File: src/hdl/mp2a_pkg.sv
// Shared types and codes for the 2-D max pooling with argmax block.
`timescale 1ns / 1ps
package mp2a_pkg;

    typedef enum logic [7:0] {
        CFG_IN_WIDTH  = 8'd0,
        CFG_IN_HEIGHT = 8'd1,
        CFG_WINDOW    = 8'd2,
        CFG_STRIDE    = 8'd3
    } t_cfg_reg;

    typedef struct packed {
        logic [1:0] count;
    } t_fifo_stat;

endpackage

File: src/hdl/mp2a_out_fifo.sv
// Two-entry result buffer between the merge stage and the output stream.
`timescale 1ns / 1ps
module mp2a_out_fifo #(
    parameter int DW = 80
) (
    input  logic                  i_clk,
    input  logic                  i_rst_n,
    input  logic                  i_push,
    input  logic [DW-1:0]         i_data,
    output logic                  o_valid,
    input  logic                  i_ready,
    output logic [DW-1:0]         o_data,
    output mp2a_pkg::t_fifo_stat  o_stat
);
    import mp2a_pkg::*;

    logic [DW-1:0] r_mem [2];
    logic          r_wp;
    logic          r_rp;
    logic [1:0]    r_cnt;
    logic          pop;

    assign o_valid      = (r_cnt != 2'd0);
    assign pop          = o_valid && i_ready;
    assign o_data       = r_mem[r_rp];
    assign o_stat.count = r_cnt;

    always_ff @(posedge i_clk) begin
        if (!i_rst_n) begin
            r_wp  <= 1'b0;
            r_rp  <= 1'b0;
            r_cnt <= 2'd0;
        end else begin
            if (i_push) r_wp <= ~r_wp;
            if (pop) r_rp <= ~r_rp;
            case ({i_push, pop})
                2'b10:   r_cnt <= r_cnt + 2'd1;
                2'b01:   r_cnt <= r_cnt - 2'd1;
                default: r_cnt <= r_cnt;
            endcase
        end
    end

    always_ff @(posedge i_clk) begin
        if (i_push) r_mem[r_wp] <= i_data;
    end

endmodule

File: config.mk
export PLATFORM = sky130hd
export DESIGN_NAME = mp2a_out_fifo
export DESIGN_NICKNAME = d
export VERILOG_FILES = /design/src/hdl/mp2a_pkg.sv /design/src/hdl/mp2a_out_fifo.sv
export SDC_FILE = /design/constraint.sdc
export NUM_CORES = 1
export LEC_CHECK = 0
export ABC_AREA = 1
export BUFFER_PORTS_ARGS = -buffer_cell sky130_fd_sc_hd__buf_2
export CAP_MARGIN = 0
export CORE_ASPECT_RATIO = 1.5
export CORE_MARGIN = 2
export CORE_UTILIZATION = 59
export CTS_BUF_LIST = sky130_fd_sc_hd__clkbuf_2
export DETAILED_ROUTE_END_ITERATION = 8
export GPL_ROUTABILITY_DRIVEN = 0
export PLACE_DENSITY = 0.88
export SLEW_MARGIN = 20
export SYNTH_ARGS = -nofsm -noshare
export SYNTH_HDL_FRONTEND = slang
export SYNTH_SLANG_ARGS = --single-unit
File: constraint.sdc
create_clock -name i_clk -period 14.4 [get_ports i_clk]
set_input_delay 3.6 -clock i_clk [delete_from_list [all_inputs] [get_ports i_clk]]
set_output_delay 3.6 -clock i_clk [all_outputs]
set_load 0.02 [all_outputs]
==> flow_summary_export.csv, run 1 <==
group,metric,value,unit
timing,rsz0062_at_grt,"no",
floorplanning,start_util,60.5,%
route,vias,3150,
floorplanning,num_io_pins,167,
route,dr.pass1.iters,4,
clocking,hold_buffers,0,
clocking,clock_latency,670,ps
placement,hpwl,7720,um
timing,fin_crit,6430,ps
timing,setup_viol,0,
logic_synthesis,synth_compound_area_share,0.273,%
final_layout,nNetsFinal,550,
timing,fin_skew,29.8,ps
logic_synthesis,syn_avg_cell_area,22.6,sq um
logic_synthesis,yosysSeqAreaShare,76.5,%
logic_synthesis,yosysWarningCount,0,
floorplanning,die_h,132,um
final_layout,final_area,7580,sq um
job,cap_viol_max_count,0,
grt,grt_antenna_before_repair,2,
floorplanning,core_area,10600,sq um
grt,grt_first_pass_wirelength,16600,um
floorplanning,dieArea,11700,sq um
grt,grt_max_degree,81,
route,drc,0,
clocking,cts_resized,0,
worst_setup_path,cp_data_arrival_time,2830,ps
power_and_ir_drop,power.density,129,nW/um^2
logic_synthesis,synthMuxAreaShare,18.7,%
clocking,path_clk_slew,230,ps
power_and_ir_drop,vdd_drop_max,106,uV
final_layout,nFillCells,707,
logic_synthesis,yosysUniqueCellTypes,14,
timing,fin_tns_setup,0,ps
worst_setup_path,critical_path_required,10800,ps
clocking,cts_tree,"built",
placement,port_buffers,166,
final_layout,area_growth,18.2,%
route,wire_per_inst,18.0,um
logic_synthesis,ys_seq_elements,165,
timing,worst_slew_pin_slew,779,ps
logic_synthesis,syn_inst,284,
worst_setup_path,crit_path_end_kind,"output pin",
worst_setup_path,crit_type,"flop to output pin",
worst_setup_path,critPathMaxFanout,43,
final_layout,drive_gt1_share,59.8,%
route,viasPerCell,5.05,
grt,grt_usage,19.4,%
logic_synthesis,synth.area.top_cells,"edfxtp_1 75%, mux2_4 19%, buf_12 2.5%, dfxtp_1 1.6%, nor2_1 0.59%",
timing,fmax,155,MHz
logic_synthesis,syn_nets,369,
floorplanning,rows,46,
timing,hold_viol_final,0,
placement,placed_cell_area,7280,sq um
logic_synthesis,synth_top_family_by_area,"multiplexers",
route,drtIter0Drc,218,
power_and_ir_drop,leakage,3.03,nW
logic_synthesis,synth-xor-area-share,0,%
hold_path,hp-class,"flop to flop",
clocking,clockRootBuffer,"clkbuf_2",
clocking,cts_sinks,165,
grt,grt-ovfl-total,0,
final_layout,multi_input_area,1320,sq um
timing,fin_crit_sh,44.7,%
logic_synthesis,synth_area,6410,sq um
clocking,numCtsBuffers,17,
timing,slew_headroom,48.0,%
timing,final_max_slew_viol_count,0,
logic_synthesis,synthSimpleGateAreaFrac,1.23,%
final_layout,ff_latch_area,4910,sq um
outcome,status,"finished, final reports clean",
logic_synthesis,synth_top_area_cell,"edfxtp_1",
clocking,clock_path_buffers,2,
clocking,post_cts_buffers,0,
worst_setup_path,start_kind,"flop",
route,ant_nets,0,
clocking,cts.htree.levels,4,
floorplanning,die_w,89.1,um
route,drt_wl_total,11300,um
grt,grt_pass1_vias,3325,
logic_synthesis,synthAdderAreaFrac,0.195,%
logic_synthesis,synth_top_area_share,75.0,%
## kinds of logic after synthesis
kind of cell             Yosys count
AO/OA/AOI/OAI                      3
flip-flops                       165
multiplexers                      80
adder cells (fa/ha/maj)            1
buffers and inverters             15
AND/OR/NAND/NOR                   20
## worst paths after layout
| check | from | endpoint | slack, ps | cells past startpoint |
|---|---|---|---|---|
| max | flop | o_data[0] | 7970 | 3 |
| min | r_rp$_SDFFE_PN0P_ | flop | 540 | 2 |
| max reg2reg | r_wp$_SDFFE_PN0P_ | r_mem[0][72]$_DFFE_PP_ | 12480 | 3 |
| min reg2reg | r_rp$_SDFFE_PN0P_ | flop | 540 | 2 |
## worst max-delay path: stages (launching register included)
cell and delay [ps]:
dfxtp_4 860, buf_4 760, mux2_4 360, buf_2 170
## where the power goes
part           internal (W)  switching (W)  leakage (nW)
combinational     0.0000800      0.0000897          1.35
clock             0.0000819       0.000157         0.139
sequential         0.000556      0.0000159          1.54
total              0.000717       0.000262          3.03
## per-stage QoR
stage               hold WS (ps)  util [%]  instances  setup WS [ps]  total power [W]
global placement             471      68.8        588           8710         0.000744
CTS                          525      71.1        620           7850         0.000988
floorplan                    451         -        284           6870         0.000709
detailed placement           479      68.8        588           8680         0.000752
global route                 577      71.5        623           7760          0.00102
finish                       540      71.6        624           7970         0.000980
## final cells by class
class | count | area share [%]
Antenna cell | 2 | 0.0661
Clock buffer | 18 | 1.19
Clock inverter | 14 | 2.00
Inverter | 6 | 0.314
Multi-Input combinational cell | 104 | 17.4
Sequential cell | 165 | 64.8
Tap cell | 144 | 2.38
Timing Repair Buffer | 171 | 11.9
## cells in the final DEF (no fill, tap or decap), types with 2 or more instances in the layout
cell type,n
buf_2,166
edfxtp_1,160
mux2_4,80
clkbuf_2,18
nor2_1,9
nand2_1,8
inv_1,5
clkinv_2,4
clkinvlp_4,4
dfxtp_1,4
inv_6,3
buf_4,3
diode_2,2
bufinv_16,2
## flip-flops by register name (all words and copies together) (netlist names), named ones only
| signal | count |
|---|---|
| r_rp | 1 |
| r_wp | 1 |
| o_stat | 2 |
| r_mem | 160 |
## cells in the mapped netlist
cell and n:
edfxtp_1 160, mux2_4 80, nor2_1 10, buf_12 8
nand2_1 8, inv_1 6, dfxtp_1 5, a21oi_1 1
buf_6 1, ha_1 1, nand3_1 1, nand4_1 1
o21a_1 1, o21ai_0 1
## metal layers
metal | part of all wire [%] | routed length (um) | global-route usage [%] | vias up
li1 | - | - | - | 1473
met1 | 36 | 4080 | 20.2 | 1548
met2 | 56 | 6260 | 34.0 | 106
met3 | 5.7 | 644 | 6.66 | 21
met4 | 2.4 | 267 | 8.37 | 2
met5 | 0.062 | 7 | 0 | -
No activity file was read; power rests on OpenSTA's default activity.
==> inputs of run 2 (changes only) <==
--- a/config.mk
+++ b/config.mk
@@ -5,16 +5,16 @@
 export SDC_FILE = /design/constraint.sdc
 export NUM_CORES = 1
 export LEC_CHECK = 0
-export ABC_AREA = 1
+export ABC_AREA = 0
 export BUFFER_PORTS_ARGS = -buffer_cell sky130_fd_sc_hd__buf_2
 export CAP_MARGIN = 0
 export CORE_ASPECT_RATIO = 1.5
 export CORE_MARGIN = 2
-export CORE_UTILIZATION = 59
+export CORE_UTILIZATION = 54
 export CTS_BUF_LIST = sky130_fd_sc_hd__clkbuf_2
 export DETAILED_ROUTE_END_ITERATION = 8
 export GPL_ROUTABILITY_DRIVEN = 0
-export PLACE_DENSITY = 0.88
+export PLACE_DENSITY = 0.82
 export SLEW_MARGIN = 20
 export SYNTH_ARGS = -nofsm -noshare
 export SYNTH_HDL_FRONTEND = slang
==> constraint.sdc (replaced) <==
create_clock -name i_clk -period 6.5 [get_ports i_clk]
set_input_delay 1.625 -clock i_clk [delete_from_list [all_inputs] [get_ports i_clk]]
set_output_delay 1.625 -clock i_clk [all_outputs]
set_load 0.02 [all_outputs]
==> flow_summary_export.csv, run 2 <==
group,metric,value,unit
final_layout,fin_cells,609,
final_layout,final_common_cell,"buf_2",
route,vias,3082,
logic_synthesis,synth_commonest_cells,"160 x edfxtp_1, 80 x mux2_2, 9 x buf_2",
timing,slew_headroom,29.7,%
route,route.top_layer_used,"met5",
logic_synthesis,synth.area.top_cells,"edfxtp_1 81%, mux2_2 15%, dfxtp_1 1.7%, buf_2 0.75%, xnor2_1 0.44%",
job,cap_viol_max_count,0,
logic_synthesis,synth_edf_count,160,
timing,setup_viol,0,
logic_synthesis,syn_nets,356,
floorplanning,core_area,10900,sq um
timing,fin_skew,24.1,ps
grt,grt_antenna_before_repair,6,
final_layout,area_growth,21.8,%
placement,dp.cells,576,
timing,fin_crit,3990,ps
outcome,status,"finished, final reports clean",
final_layout,layout_common_cells,"166 x buf_2, 160 x edfxtp_1, 80 x mux2_2",
clocking,clockRootBuffer,"clkbuf_2",
route,drt_wl_total,10700,um
logic_synthesis,synth_top_area_cell,"edfxtp_1",
worst_setup_path,cp_data_arrival_time,2360,ps
grt,grt_usage,18.3,%
power_and_ir_drop,vdd_drop_max,311,uV
power_and_ir_drop,leakage,2.73,nW
placement,port_buffers,166,
logic_synthesis,syn_inst,271,
logic_synthesis,synthSimpleGateAreaFrac,0.797,%
logic_synthesis,yosysSeqAreaShare,82.2,%
clocking,clock_path_buffers,2,
timing,fin_crit_sh,61.3,%
final_layout,drive_gt1_share,61.2,%
timing,setup_ws,2510,ps
logic_synthesis,synth-xor-area-share,0.440,%
floorplanning,num_io_pins,167,
hold_path,hp-class,"flop to flop",
power_and_ir_drop,finalPower,0.00250,W
clocking,post_cts_buffers,0,
clocking,hold_buffers,0,
floorplanning,die_h,133,um
clocking,cts_resized,0,
grt,grt-ovfl-total,0,
clocking,cts_sinks,165,
route,wl_met2,5930,um
worst_setup_path,crit_type,"flop to output pin",
clocking,cts_tree,"built",
logic_synthesis,async_reset_ff_share,0,%
route,ant_nets,0,
clocking,clock_latency,640,ps
logic_synthesis,syn_avg_cell_area,22.0,sq um
logic_synthesis,synth_top_area_share,80.5,%
timing,final_max_slew_viol_count,0,
placement,hpwl,7050,um
logic_synthesis,synth_area,5970,sq um
floorplanning,start_util,54.9,%
floorplanning,dieArea,11900,sq um
timing,holdWs,565,ps
grt,grt_first_pass_wirelength,16300,um
logic_synthesis,yosysUniqueCellTypes,15,
grt,grt_max_degree,81,
logic_synthesis,synthAdderAreaFrac,0.210,%
worst_setup_path,critical_path_required,4880,ps
logic_synthesis,synthMuxAreaShare,15.1,%
route,dr.pass1.iters,4,
placement,pre_cts_ws,2940,ps
worst_setup_path,critPathMaxFanout,80,
timing,hold_viol_final,0,
logic_synthesis,yosysMostFrequentCell,"edfxtp_1",
floorplanning,rows,47,
clocking,cts.htree.levels,4,
route,drc,0,
timing,rsz0062_at_grt,"no",
timing,fin_tns_setup,0,ps
route,wire_per_inst,17.6,um
route,drtIter0Drc,154,
worst_setup_path,crit_path_end_kind,"output pin",
logic_synthesis,ys.flop_type,"edfxtp_1",
route,dr_wl_met3,561,um
clocking,path_clk_slew,200,ps
logic_synthesis,ys_seq_elements,165,
worst_setup_path,start_kind,"flop",
logic_synthesis,yosysWarningCount,0,
timing,worst_slew_pin_slew,1060,ps
grt,grt_pass1_vias,3331,
logic_synthesis,synth_compound_area_share,0.461,%
power_and_ir_drop,power.density,344,nW/um^2
timing,fmax,251,MHz
floorplanning,die_w,89.8,um
final_layout,nNetsFinal,534,
logic_synthesis,synth_top_family_by_area,"multiplexers",
route,viasPerCell,5.06,
final_layout,largest_reg_flops,160,
final_layout,regMostFlops,"r_mem",
clocking,numCtsBuffers,17,
route,wl_met1,3700,um
[run 2: cell count changes in the layout (fill, tap and decap cells not counted), moves of 3 or more]
cell | previous run | this run
mux2_2 | 0 | 80
mux2_4 | 80 | 0
nor2_1 | 9 | 0
nand2_1 | 8 | 0
clkinvlp_4 | 4 | 0
inv_1 | 5 | 1
bufinv_16 | 2 | 5
nor2b_1 | 0 | 3
xnor2_1 | 0 | 3
[run 2: kinds of logic after synthesis]
group / Yosys count
DFF: 165
muxes: 80
buffers and inverters: 10
and+or+nand+nor: 8
AOI/OAI and AO/OA: 4
xor gates and xnor gates: 3
adders and majority gates: 1
[run 2: critical path: stages, from the launching register on]
cell and delay, ps:
dfxtp_4 1090, mux2_2 420, buf_2 160
[run 2: cell type report]
class,instances,area (sq um)
flip-flops and latches,165,4910
inverters,1,3.75
diodes,3,7.51
well taps,147,184
clock buffers,20,100
fillers,772,3610
clock inverters,9,178
repair buffers,168,866
multi-input cells,96,1020
[run 2: metrics by stage]
stage	utilization [%]	area (sq um)
6_report	66.8	7270
5_1_grt	66.8	7270
4_1_cts	66.5	7240
3_5_place_dp	64.0	6960
3_3_place_gp	64.0	6960
2_1_floorplan	-	5970
[run 2: where the power goes]
part           switching (W)  leakage [nW]  internal (W)  total, W
Clock               0.000309         0.170      0.000291  0.000600
Sequential         0.0000895          1.54       0.00124   0.00132
Combinational       0.000305          1.01      0.000270  0.000575
Total               0.000704          2.73       0.00180   0.00250
[run 2: worst paths after layout]
kind	endpoint	cells after the start	slack (ps)	from
worst min register to register	flop	2	560	r_rp$_SDFFE_PN0P_
worst min-delay path	flop	2	560	r_rp$_SDFFE_PN0P_
worst max-delay path	o_data[30]	2	2510	flop
worst max register to register	r_mem[0][74]$_DFFE_PP_	2	4420	r_wp$_SDFFE_PN0P_
[run 2: metal layers]
| layer | vias up | track usage [%] |
|---|---|---|
| met5 | - | 0 |
| met4 | 6 | 11.4 |
| met3 | 38 | 6.78 |
| met2 | 117 | 32.8 |
| met1 | 1489 | 17.5 |
| li1 | 1432 | - |
